===== src/rtl/swam_pkg.sv =====
// Shared types and constants for the sliding window anagram matcher.
// Used by the front stage, the item queue, the back stage and the top level.
package swam_pkg;

   localparam int LETTER_W    = 5;
   localparam int INDEX_W     = 32;
   localparam int FUNC_W      = 2;
   localparam int QUEUE_DEPTH = 4;
   localparam int QUEUE_AW    = 2;

   // function codes on the request channel
   localparam logic [FUNC_W-1:0] FUNC_CLEAR   = 2'd0;
   localparam logic [FUNC_W-1:0] FUNC_PATTERN = 2'd1;
   localparam logic [FUNC_W-1:0] FUNC_TEXT    = 2'd2;

   typedef enum logic [1:0] {
      OP_CLEAR,
      OP_PATTERN,
      OP_TEXT
   } op_type;

   typedef struct packed {
      op_type              op;
      logic [LETTER_W-1:0] letter;
   } item_type;

endpackage


===== src/rtl/swam_front.sv =====
// Front stage: accepts request items, drops illegal ones, decodes the rest.
// Depends on swam_pkg; feeds swam_queue.
module swam_front import swam_pkg::*; #(
   parameter int ALPHABET = 26
) (
   input  logic                clock,
   input  logic                reset,
   input  logic                req_valid,
   output logic                req_stall,
   input  logic [FUNC_W-1:0]   req_func,
   input  logic [LETTER_W-1:0] req_letter,
   input  logic                q_full,
   output logic                q_push,
   output item_type            q_item
);

   logic     f_valid_ff, f_valid_in;
   item_type f_item_ff,  f_item_in;
   logic     legal;
   logic     in_alpha;
   logic     advance;

   assign in_alpha = 32'(req_letter) < ALPHABET;

   always_comb begin
      legal        = 1'b0;
      f_item_in.op = OP_CLEAR;
      unique case (req_func)
         FUNC_CLEAR: begin
            legal        = 1'b1;
            f_item_in.op = OP_CLEAR;
         end
         FUNC_PATTERN: begin
            legal        = in_alpha;
            f_item_in.op = OP_PATTERN;
         end
         FUNC_TEXT: begin
            legal        = in_alpha;
            f_item_in.op = OP_TEXT;
         end
         default: legal = 1'b0;
      endcase
      f_item_in.letter = req_letter;
   end

   assign advance    = !f_valid_ff || !q_full;
   assign req_stall  = f_valid_ff && q_full;
   assign f_valid_in = advance ? (req_valid && legal) : f_valid_ff;
   assign q_push     = f_valid_ff && !q_full;
   assign q_item     = f_item_ff;

   always_ff @(posedge clock) begin
      if (reset) begin
         f_valid_ff <= 1'b0;
      end else begin
         f_valid_ff <= f_valid_in;
      end
      if (advance) begin
         f_item_ff <= f_item_in;
      end
   end

endmodule


===== src/rtl/swam_queue.sv =====
// Short item queue between the front and back stages.
// Depends on swam_pkg.
module swam_queue import swam_pkg::*; (
   input  logic     clock,
   input  logic     reset,
   input  logic     push,
   input  item_type push_item,
   input  logic     pop,
   output logic     full,
   output logic     valid,
   output item_type pop_item
);

   item_type            slot_ff [QUEUE_DEPTH];
   logic [QUEUE_AW-1:0] wr_ptr_ff, wr_ptr_in;
   logic [QUEUE_AW-1:0] rd_ptr_ff, rd_ptr_in;
   logic [QUEUE_AW:0]   count_ff,  count_in;

   assign full     = count_ff == (QUEUE_AW+1)'(QUEUE_DEPTH);
   assign valid    = count_ff != '0;
   assign pop_item = slot_ff[rd_ptr_ff];

   assign wr_ptr_in = push ? wr_ptr_ff + 1'b1 : wr_ptr_ff;
   assign rd_ptr_in = pop  ? rd_ptr_ff + 1'b1 : rd_ptr_ff;

   always_comb begin
      count_in = count_ff;
      if (push && !pop) begin
         count_in = count_ff + 1'b1;
      end else if (pop && !push) begin
         count_in = count_ff - 1'b1;
      end
   end

   always_ff @(posedge clock) begin
      if (reset) begin
         wr_ptr_ff <= '0;
         rd_ptr_ff <= '0;
         count_ff  <= '0;
      end else begin
         wr_ptr_ff <= wr_ptr_in;
         rd_ptr_ff <= rd_ptr_in;
         count_ff  <= count_in;
      end
      if (push) begin
         slot_ff[wr_ptr_ff] <= push_item;
      end
   end

endmodule


===== src/rtl/swam_back.sv =====
// Back stage: per-letter count lanes, window ring memory and result register.
// Depends on swam_pkg; drains swam_queue.
module swam_back import swam_pkg::*; #(
   parameter int MAX_PATTERN = 32,
   parameter int ALPHABET    = 26
) (
   input  logic               clock,
   input  logic               reset,
   input  logic               q_valid,
   input  item_type           q_item,
   output logic               q_pop,
   output logic               rsp_valid,
   input  logic               rsp_stall,
   output logic               rsp_match,
   output logic [INDEX_W-1:0] rsp_start_index
);

   localparam int CW = $clog2(MAX_PATTERN + 1);
   localparam int PW = (MAX_PATTERN > 1) ? $clog2(MAX_PATTERN) : 1;

   logic [CW-1:0]       wcount_ff [ALPHABET];
   logic [CW-1:0]       wcount_in [ALPHABET];
   logic [CW-1:0]       pcount_ff [ALPHABET];
   logic [CW-1:0]       pcount_in [ALPHABET];
   logic [ALPHABET-1:0] diff_in;
   logic [CW-1:0]       plen_ff,   plen_in;
   logic [CW-1:0]       fill_ff,   fill_in;
   logic [PW-1:0]       ptr_ff,    ptr_in;
   logic [INDEX_W-1:0]  tcount_ff, tcount_in;
   logic                begun_ff,  begun_in;

   logic [LETTER_W-1:0] ring_mem [MAX_PATTERN];
   logic [LETTER_W-1:0] old_ff;

   logic                rsp_valid_ff, rsp_valid_in;
   logic                match_ff;
   logic [INDEX_W-1:0]  start_ff;

   logic fire;
   logic produce;
   logic do_write;
   logic full;
   logic old_ok;
   logic inc;
   logic dec;

   assign fire   = q_valid && (!rsp_valid_ff || !rsp_stall);
   assign q_pop  = fire;
   assign full   = fill_ff == plen_ff;
   assign old_ok = 32'(old_ff) < ALPHABET;

   always_comb begin
      plen_in   = plen_ff;
      fill_in   = fill_ff;
      ptr_in    = ptr_ff;
      tcount_in = tcount_ff;
      begun_in  = begun_ff;
      do_write  = 1'b0;
      produce   = 1'b0;
      inc       = 1'b0;
      dec       = 1'b0;
      for (int i = 0; i < ALPHABET; i++) begin
         wcount_in[i] = wcount_ff[i];
         pcount_in[i] = pcount_ff[i];
      end
      if (fire) begin
         unique case (q_item.op)
            OP_CLEAR: begin
               plen_in   = '0;
               fill_in   = '0;
               ptr_in    = '0;
               tcount_in = '0;
               begun_in  = 1'b0;
               for (int i = 0; i < ALPHABET; i++) begin
                  wcount_in[i] = '0;
                  pcount_in[i] = '0;
               end
            end
            OP_PATTERN: begin
               if (!begun_ff && 32'(plen_ff) < MAX_PATTERN) begin
                  plen_in = plen_ff + 1'b1;
                  for (int i = 0; i < ALPHABET; i++) begin
                     if (32'(q_item.letter) == i) begin
                        pcount_in[i] = pcount_ff[i] + 1'b1;
                     end
                  end
               end
            end
            OP_TEXT: begin
               begun_in  = 1'b1;
               tcount_in = tcount_ff + 1'b1;
               if (plen_ff != '0) begin
                  // the oldest letter leaves only once the window is full
                  for (int i = 0; i < ALPHABET; i++) begin
                     inc = 32'(q_item.letter) == i;
                     dec = full && old_ok && (32'(old_ff) == i);
                     if (inc && !dec) begin
                        wcount_in[i] = wcount_ff[i] + 1'b1;
                     end else if (dec && !inc) begin
                        wcount_in[i] = wcount_ff[i] - 1'b1;
                     end
                  end
                  do_write = 1'b1;
                  ptr_in   = (CW'(ptr_ff) + 1'b1 == plen_ff) ? '0 : ptr_ff + 1'b1;
                  fill_in  = full ? fill_ff : fill_ff + 1'b1;
                  produce  = full || (fill_ff + 1'b1 == plen_ff);
               end
            end
            default: ;
         endcase
      end
      for (int i = 0; i < ALPHABET; i++) begin
         diff_in[i] = wcount_in[i] != pcount_in[i];
      end
   end

   assign rsp_valid_in = (rsp_valid_ff && rsp_stall) || (fire && produce);

   always_ff @(posedge clock) begin
      if (reset) begin
         plen_ff      <= '0;
         fill_ff      <= '0;
         ptr_ff       <= '0;
         tcount_ff    <= '0;
         begun_ff     <= 1'b0;
         rsp_valid_ff <= 1'b0;
         for (int i = 0; i < ALPHABET; i++) begin
            wcount_ff[i] <= '0;
            pcount_ff[i] <= '0;
         end
      end else begin
         plen_ff      <= plen_in;
         fill_ff      <= fill_in;
         ptr_ff       <= ptr_in;
         tcount_ff    <= tcount_in;
         begun_ff     <= begun_in;
         rsp_valid_ff <= rsp_valid_in;
         for (int i = 0; i < ALPHABET; i++) begin
            wcount_ff[i] <= wcount_in[i];
            pcount_ff[i] <= pcount_in[i];
         end
      end
      if (fire && produce) begin
         match_ff <= ~|diff_in;
         start_ff <= tcount_ff - INDEX_W'(plen_ff) + 1'b1;
      end
   end

   // ring memory: read ahead at the next slot, bypass when it is the one being written
   always_ff @(posedge clock) begin
      if (do_write) begin
         ring_mem[ptr_ff] <= q_item.letter;
      end
      if (do_write && ptr_ff == ptr_in) begin
         old_ff <= q_item.letter;
      end else begin
         old_ff <= ring_mem[ptr_in];
      end
   end

   assign rsp_valid       = rsp_valid_ff;
   assign rsp_match       = match_ff;
   assign rsp_start_index = start_ff;

endmodule


===== src/rtl/sliding_window_anagram_match.sv =====
// Sliding window anagram matcher: one request item (clear, pattern letter or
// text letter) is taken per clock cycle while req_stall is low. An item
// passes a decode register, a four-entry queue and the execute stage, whose
// result register drives the response channel. The execute stage finishes
// one item per cycle; the window ring memory is read one item ahead with a
// bypass, and the per-letter count lanes update in parallel.
// While a result waits under rsp_stall the execute stage holds, and the
// queue plus the decode register absorb up to five items before req_stall.
// Top level; depends on swam_pkg, swam_front, swam_queue and swam_back.
module sliding_window_anagram_match import swam_pkg::*; #(
   parameter int MAX_PATTERN = 32,
   parameter int ALPHABET    = 26
) (
   input  logic                clock,
   input  logic                reset,
   input  logic                req_valid,
   output logic                req_stall,
   input  logic [FUNC_W-1:0]   req_func,
   input  logic [LETTER_W-1:0] req_letter,
   output logic                rsp_valid,
   input  logic                rsp_stall,
   output logic                rsp_match,
   output logic [INDEX_W-1:0]  rsp_start_index
);

   logic     q_full;
   logic     q_push;
   logic     q_pop;
   logic     q_valid;
   item_type push_item;
   item_type pop_item;

   swam_front #(
      .ALPHABET(ALPHABET)
   ) u_front (
      .clock     (clock),
      .reset     (reset),
      .req_valid (req_valid),
      .req_stall (req_stall),
      .req_func  (req_func),
      .req_letter(req_letter),
      .q_full    (q_full),
      .q_push    (q_push),
      .q_item    (push_item)
   );

   swam_queue u_queue (
      .clock    (clock),
      .reset    (reset),
      .push     (q_push),
      .push_item(push_item),
      .pop      (q_pop),
      .full     (q_full),
      .valid    (q_valid),
      .pop_item (pop_item)
   );

   swam_back #(
      .MAX_PATTERN(MAX_PATTERN),
      .ALPHABET   (ALPHABET)
   ) u_back (
      .clock          (clock),
      .reset          (reset),
      .q_valid        (q_valid),
      .q_item         (pop_item),
      .q_pop          (q_pop),
      .rsp_valid      (rsp_valid),
      .rsp_stall      (rsp_stall),
      .rsp_match      (rsp_match),
      .rsp_start_index(rsp_start_index)
   );

`ifndef NO_ASSERTIONS
   a_no_push_when_full: assert property (@(posedge clock) disable iff (reset)
      q_push |-> !q_full)
      else $error("queue push while full");

   a_pop_needs_item: assert property (@(posedge clock) disable iff (reset)
      q_pop |-> q_valid)
      else $error("queue pop while empty");

   a_rsp_idle_after_reset: assert property (@(posedge clock)
      (!reset && $past(reset)) |-> !rsp_valid)
      else $error("response valid right after reset");
`endif

endmodule

===== config.mk =====
export PLATFORM = sky130hd
export DESIGN_NAME = sliding_window_anagram_match
export DESIGN_NICKNAME = d
export VERILOG_FILES = /design/src/rtl/swam_pkg.sv /design/src/rtl/swam_front.sv /design/src/rtl/swam_queue.sv /design/src/rtl/swam_back.sv /design/src/rtl/sliding_window_anagram_match.sv
export SDC_FILE = /design/constraint.sdc
export NUM_CORES = 2
export LEC_CHECK = 0
export ABC_AREA = 1
export BUFFER_PORTS_ARGS = -buffer_cell sky130_fd_sc_hd__buf_2
export CORE_MARGIN = 2
export CORE_UTILIZATION = 42
export CTS_CLUSTER_DIAMETER = 150
export DETAILED_ROUTE_END_ITERATION = 16
export PLACE_DENSITY = 0.68
export SYNTH_ARGS = -nofsm -noshare
export SYNTH_HDL_FRONTEND = slang
export SYNTH_HIERARCHICAL = 1
export SYNTH_SLANG_ARGS = --single-unit

===== constraint.sdc =====
create_clock -name clock -period 9.8 [get_ports clock]
set_clock_uncertainty 0.15 [all_clocks]
set_input_delay 0 -clock clock [delete_from_list [all_inputs] [get_ports clock]]
set_output_delay 0 -clock clock [all_outputs]
set_load 0.01 [all_outputs]

* Word-level counts from Yosys, hierarchy flattened
Memory sizes are Yosys's and may differ from the RTL's. A register that Yosys moved wholly into a read port is not among the register bits.
Cells that the tools add are included.
** Operators by class
- Add/sub/neg operators :: 89
- Magnitude comparators :: 3
- Eq/ne operators :: 87
- Muxes and demuxes :: 166
- Bitwise gates (word level) :: 52
- Reduce and logical (&&, ||, !) cells :: 166
** Operators by type and width (number)
- $mux W6 :: 133
- $mux W156 :: 4
- $pmux W156 S2 :: 2
- $add A6 B1 Y6 const B :: 54
- $ne A6 B6 Y1 :: 26
- $sub A6 B1 Y6 const B :: 26
- $eq A5 B5 Y1 const B :: 20
- $logic_and A1 B1 Y1 :: 88
- $eq A5 B4 Y1 const B :: 16
- $add A32 B1 Y32 const B :: 2
- $pmux W32 S2 :: 1
- $logic_not A1 Y1 :: 60
- $or A1 B1 Y1 :: 52
- $eq A5 B3 Y1 const B :: 8
- $sub A32 B6 Y32 :: 1
- $reduce_or A26 Y1 :: 1
- $pmux W6 S2 :: 2
- $eq A5 B2 Y1 const B :: 4
- $eq A6 B6 Y1 :: 3
- $mux W5 :: 3
- $mux W1 :: 13
- $eq A5 B1 Y1 const B :: 2
- $logic_not A5 Y1 :: 2
- $lt A5 B5 Y1 const B :: 2
- 25 further kinds :: 38
** Storage, ports and cells
- Register bits after elaboration :: 99
- RAM bits :: 500
- Input bits :: 11
- Output and inout bits :: 35
- Memories kept :: 4
** Memories
- u_back.ring_mem :: words 32, width 5, rd ports 1, clocked after memory_dff 1, write ports 1, line swam_back.sv:32 : logic [LETTER_W-1:0] ring_mem [MAX_PATTERN];
- u_back.pcount_ff :: words 26, width 6, rd ports 26, clocked after memory_dff 0, write ports 26, line swam_back.sv:23 : logic [CW-1:0] pcount_ff [ALPHABET];
- u_back.wcount_ff :: words 26, width 6, rd ports 26, clocked after memory_dff 0, write ports 26, line swam_back.sv:21 : logic [CW-1:0] wcount_ff [ALPHABET];
- u_queue.slot_ff :: words 4, width 7, rd ports 1, clocked after memory_dff 1, write ports 1, line swam_queue.sv:14 : item_type slot_ff [QUEUE_DEPTH];

* Longest topological paths before layout
- Depth in word-level cells :: 12
- Gate-level depth with buffers :: 32
- Gate-level depth less buffers :: 30

* Cells and area by module
Netlist, hierarchy kept.
** Modules (own cells, without submodules)
- swam_back :: instances 1, cells each 5500, area each 36118.4 um^2, sequential area each 13162.6 um^2
- swam_queue :: instances 1, cells each 126, area each 1492.7 um^2, sequential area each 1021.0 um^2
- swam_front :: instances 1, cells each 31, area each 364.1 um^2, sequential area each 230.2 um^2

* Worst setup path before layout
OpenSTA, ideal clock, no wires.
- Path type :: flip-flop to flip-flop
- From :: register (tool-made name)
- To :: register u_back.match_ff, in the netlist u_back/rsp_match (data pin)
- Arrival time :: 4.101 ns
- Slack :: 5.411 ns
- Cell stages (with the launch flop) :: 23
- Path buffers :: 1
- Clock period less this slack :: 4.389 ns
- Cells stage by stage :: dfxtp_1 -> buf_6 -> nor2_1 -> o22ai_1 -> inv_1 -> nor3_1 -> inv_1 -> nor2_1 -> inv_1 -> nor2_1 -> a31o_2 -> nand2_1 -> nor2_1 -> inv_1 -> nand2_1 -> nand2_1 -> nor2_1 -> nand2_1 -> nor2_1 -> nand2_1 -> nor2_1 -> nand3_1 -> nor2_1
** RTL lines
- end signal: assignment :: line swam_back.sv:144 : match_ff <= ~|diff_in;
- end: declaration :: line swam_back.sv:36 : logic match_ff;

==> results.cfg <==
[die]
die_h_um = 305
die_w_um = 305
dieArea_mm2 = 0.0928
io_pins = 46
fp-row-count = 110
initial_core_util_pct = 42.3
core_mm2 = 0.0899

[synthesis]
synth_top_family_by_area = simple AND/OR/NAND/NOR gates
synth_cell_types = 49
synth_top_area_share_pct = 19.9
synthSimpleGateAreaFrac_pct = 38.0
synth_enable_flop_cells = 228
synth.cell_area_mm2 = 0.0380
yosysSeqAreaShare_pct = 38.0
syn-num-nets = 5825
synth_ff_type = dfxtp_1
synth_compound_area_share_pct = 6.24
synthCells = 5657
yosys.area_share.adder_pct = 5.21
synth-xor-area-share_pct = 3.16
async_flop_share_pct = 0
synth-seq-cells = 606
avgSynthCellArea_um2 = 6.71
synthTopCellsByArea = dfxtp_1, edfxtp_1, nand2_1
synth.yosys.warnings = 6
yosysTopAreaCell = dfxtp_1
muxShareOfSynthArea_pct = 0

[drt]
ant_nets = 0
wl_um = 104000
drt_iter0_drc = 2995
wl_per_cell_um = 15.1
dr.pass1.iters = 6
drcViolationCount = 0
avgViaCountPerCell = 5.21
num_vias = 35900

[global_route]
antenna_found_initial = 0
grt_pass1_wl_um = 169000
grt_max_degree = 103
grt.overflow.total = 0
grt_pass1_vias = 33200
grt_usage_pct = 22.0

[sta]
hold_viol = 0
max_clock_freq_mhz = 149
fin_crit_sh_pct = 68.7
finalSetupViolCount = 0
worst_pin_slew_ns = 1.09
setup_tns_ns = 0
slew_headroom_pct = 27.1
slew_violations = 0
rsz0062_at_grt = false
finalCriticalPeriod_ns = 6.73

[final_layout]
fin_nets = 5822
finalInstanceArea_mm2 = 0.0418
mostFrequentLayoutCells = nand2_1, nor2_1, inv_1
fillers = 8979
drive_gt1_share_pct = 4.38
area_delta_synth_final_pct = 10.1
layout_commonest_cell = nand2_1

[critical_path]
rrSetupSlack_ns = 3.07
required_ns = 10.16
critical_path.most_common_cell = nor2_1
startpoint_type = register
end_kind = register
critPathMaxStageDelay_ns = 0.97
arrival_ns = 7.09
crit_path_top_delay_cell = nand2_4
reg2reg_to = u_back/rsp_match
crit_chain = inv_2 > o21ai_0 > o22ai_1 > inv_1 > nor2_1 > inv_1 > nor2_1 > inv_1 > nand2_4 > inv_1 > o21ai_0 > nand2_1 > nand2_1 > nand2_1 > nor2_1 > nand2_1 > nor2_1 > nand2_1 > nor2_1 > nand3_1 > nor2_1
reg2reg_depth = 21
crit_path_max_fanout = 64
critPathCapture = u_back/rsp_match
path_class = register to register

[clock_network]
h-tree-depth = 3
cts_buffer_depth = 3
clk_pin_slew_worst_paths_ns = 0.06
cts_tree = yes
cts_buffers = 71
insertion_delay_ns = 0.65
clock-sinks = 606
root_buffer = clkbuf_16

[placement]
place_area_mm2 = 0.0393
place_hpwl_um = 69400
gp_congestion = 0.880
io_buffers = 45

[pwr]
power_mw = 8.60
p_per_area_mw_per_mm2 = 206
power.leakage_nw = 18.3
ir_worst_vdd_mv = 0.220

[run_status]
status = finished, final reports clean

[worst_hold_path]
hp-start = rsp_stall
hp-class = input pin to register

[job]
drv_cap = 0
cells by family after synthesis:
| kind of cell | after synthesis |
|---|---|
| xor gates and xnor gates | 137 |
| and+or+nand+nor | 3400 |
| DFF | 606 |
| buffers and inverters | 916 |
| adders and majority gates | 157 |
| AOI/OAI and AO/OA | 441 |
sequential cells by signal (all words and copies together) (netlist names), named ones only:
name	flops
u_back/ring_mem	160
u_back/pcount_ff	156
u_back/wcount_ff	156
u_back/rsp_start_index	32
u_back/tcount_ff	32
u_queue/slot_ff	28
u_front/q_item	7
u_back/fill_ff	6
u_back/plen_ff	6
u_back/ptr_ff	5
u_queue/count_ff	3
u_queue/rd_ptr_ff	2
u_queue/wr_ptr_ff	2
u_back/begun_ff	1
u_back/rsp_match	1
u_back/rsp_valid	1
u_front/f_valid_ff	1
stage by stage:
| step | std cells | hold slack [ns] | setup slack, ns | utilization [%] |
|---|---|---|---|---|
| 2_1_floorplan | 5657 | -0.0876 | 5.41 | - |
| 3_5_place_dp | 6740 | 0.0390 | 2.97 | 43.7 |
| 5_1_grt | 6885 | 0.145 | 2.65 | 46.5 |
| 3_3_place_gp | 6740 | 0.0329 | 3.12 | 43.7 |
| 4_1_cts | 6885 | 0.0901 | 2.93 | 46.5 |
| 6_report | 6887 | 0.101 | 3.07 | 46.5 |
metal layers:
layer  GRT usage, %  up-vias  share of wire (%)
met5              0        -                  0
met4           7.52        0                3.2
met3           2.92      187                5.8
met2           37.4      937                 46
met1           28.8    16500                 45
li1               -    18300                  -
worst min-delay path by stage:
stage / to / slack (ns) / cells after the start
floorplan: u_front/f_valid_ff / -0.09 / 1
global placement: u_front/q_item[0] / 0.03 / 1
detailed placement: u_front/q_item[0] / 0.04 / 1
CTS: u_front/q_item[6] / 0.09 / 3
global route: u_front/q_item[6] / 0.15 / 3
finish: u_back/rsp_valid / 0.10 / 4
Yosys cell counts, types with 5 or more instances:
master,n
nand2_1,1549
nor2_1,804
inv_1,737
nand3_1,692
dfxtp_1,378
edfxtp_1,228
a21oi_1,177
o21ai_0,167
ha_1,155
nand4_1,145
clkbuf_1,117
nor3_1,111
xor2_1,103
xnor2_1,34
buf_2,26
o21ai_1,25
nand3b_1,23
nor2_2,21
o21bai_1,18
nor4_1,17
a31oi_1,15
nand2_2,14
buf_6,10
o22ai_1,9
o211ai_1,8
buf_1,7
buf_4,7
inv_2,7
nor3b_1,7
or2_2,5
power breakdown:
part	leakage [nW]	internal, mW	total [mW]	switching (mW)
clock	1.14	1.54	2.69	1.15
sequential	5.12	2.84	2.93	0.0862
combinational	12.1	0.617	2.98	2.37
total	18.3	5.00	8.60	3.60
worst max-delay path: cells and delay by family, from the launching register on:
family / cells / cell delay, ns
buf+inv: 5 / 1.71
simple gates: 13 / 3.24
compound gates: 3 / 0.99
flops: 1 / 0.48
layout make-up:
cell class	instances	area (µm²)	share of cell area, %
Antenna cell	2	5.00	0.0120
Clock buffer	101	1970	4.71
Clock inverter	27	399	0.955
Inverter	749	2820	6.75
Multi-Input combinational cell	4135	20100	48.1
Sequential cell	606	14400	34.5
Tap cell	1176	1470	3.52
Timing Repair Buffer	91	623	1.49
repair_timing:
item	CTS	global route
endpoints found under the setup margin	0	0
resized for setup	0	0
setup buffers	0	0
endpoints found under the hold margin	110	0
hold buffers	17	0
No activity file was read; power rests on OpenSTA's default activity.
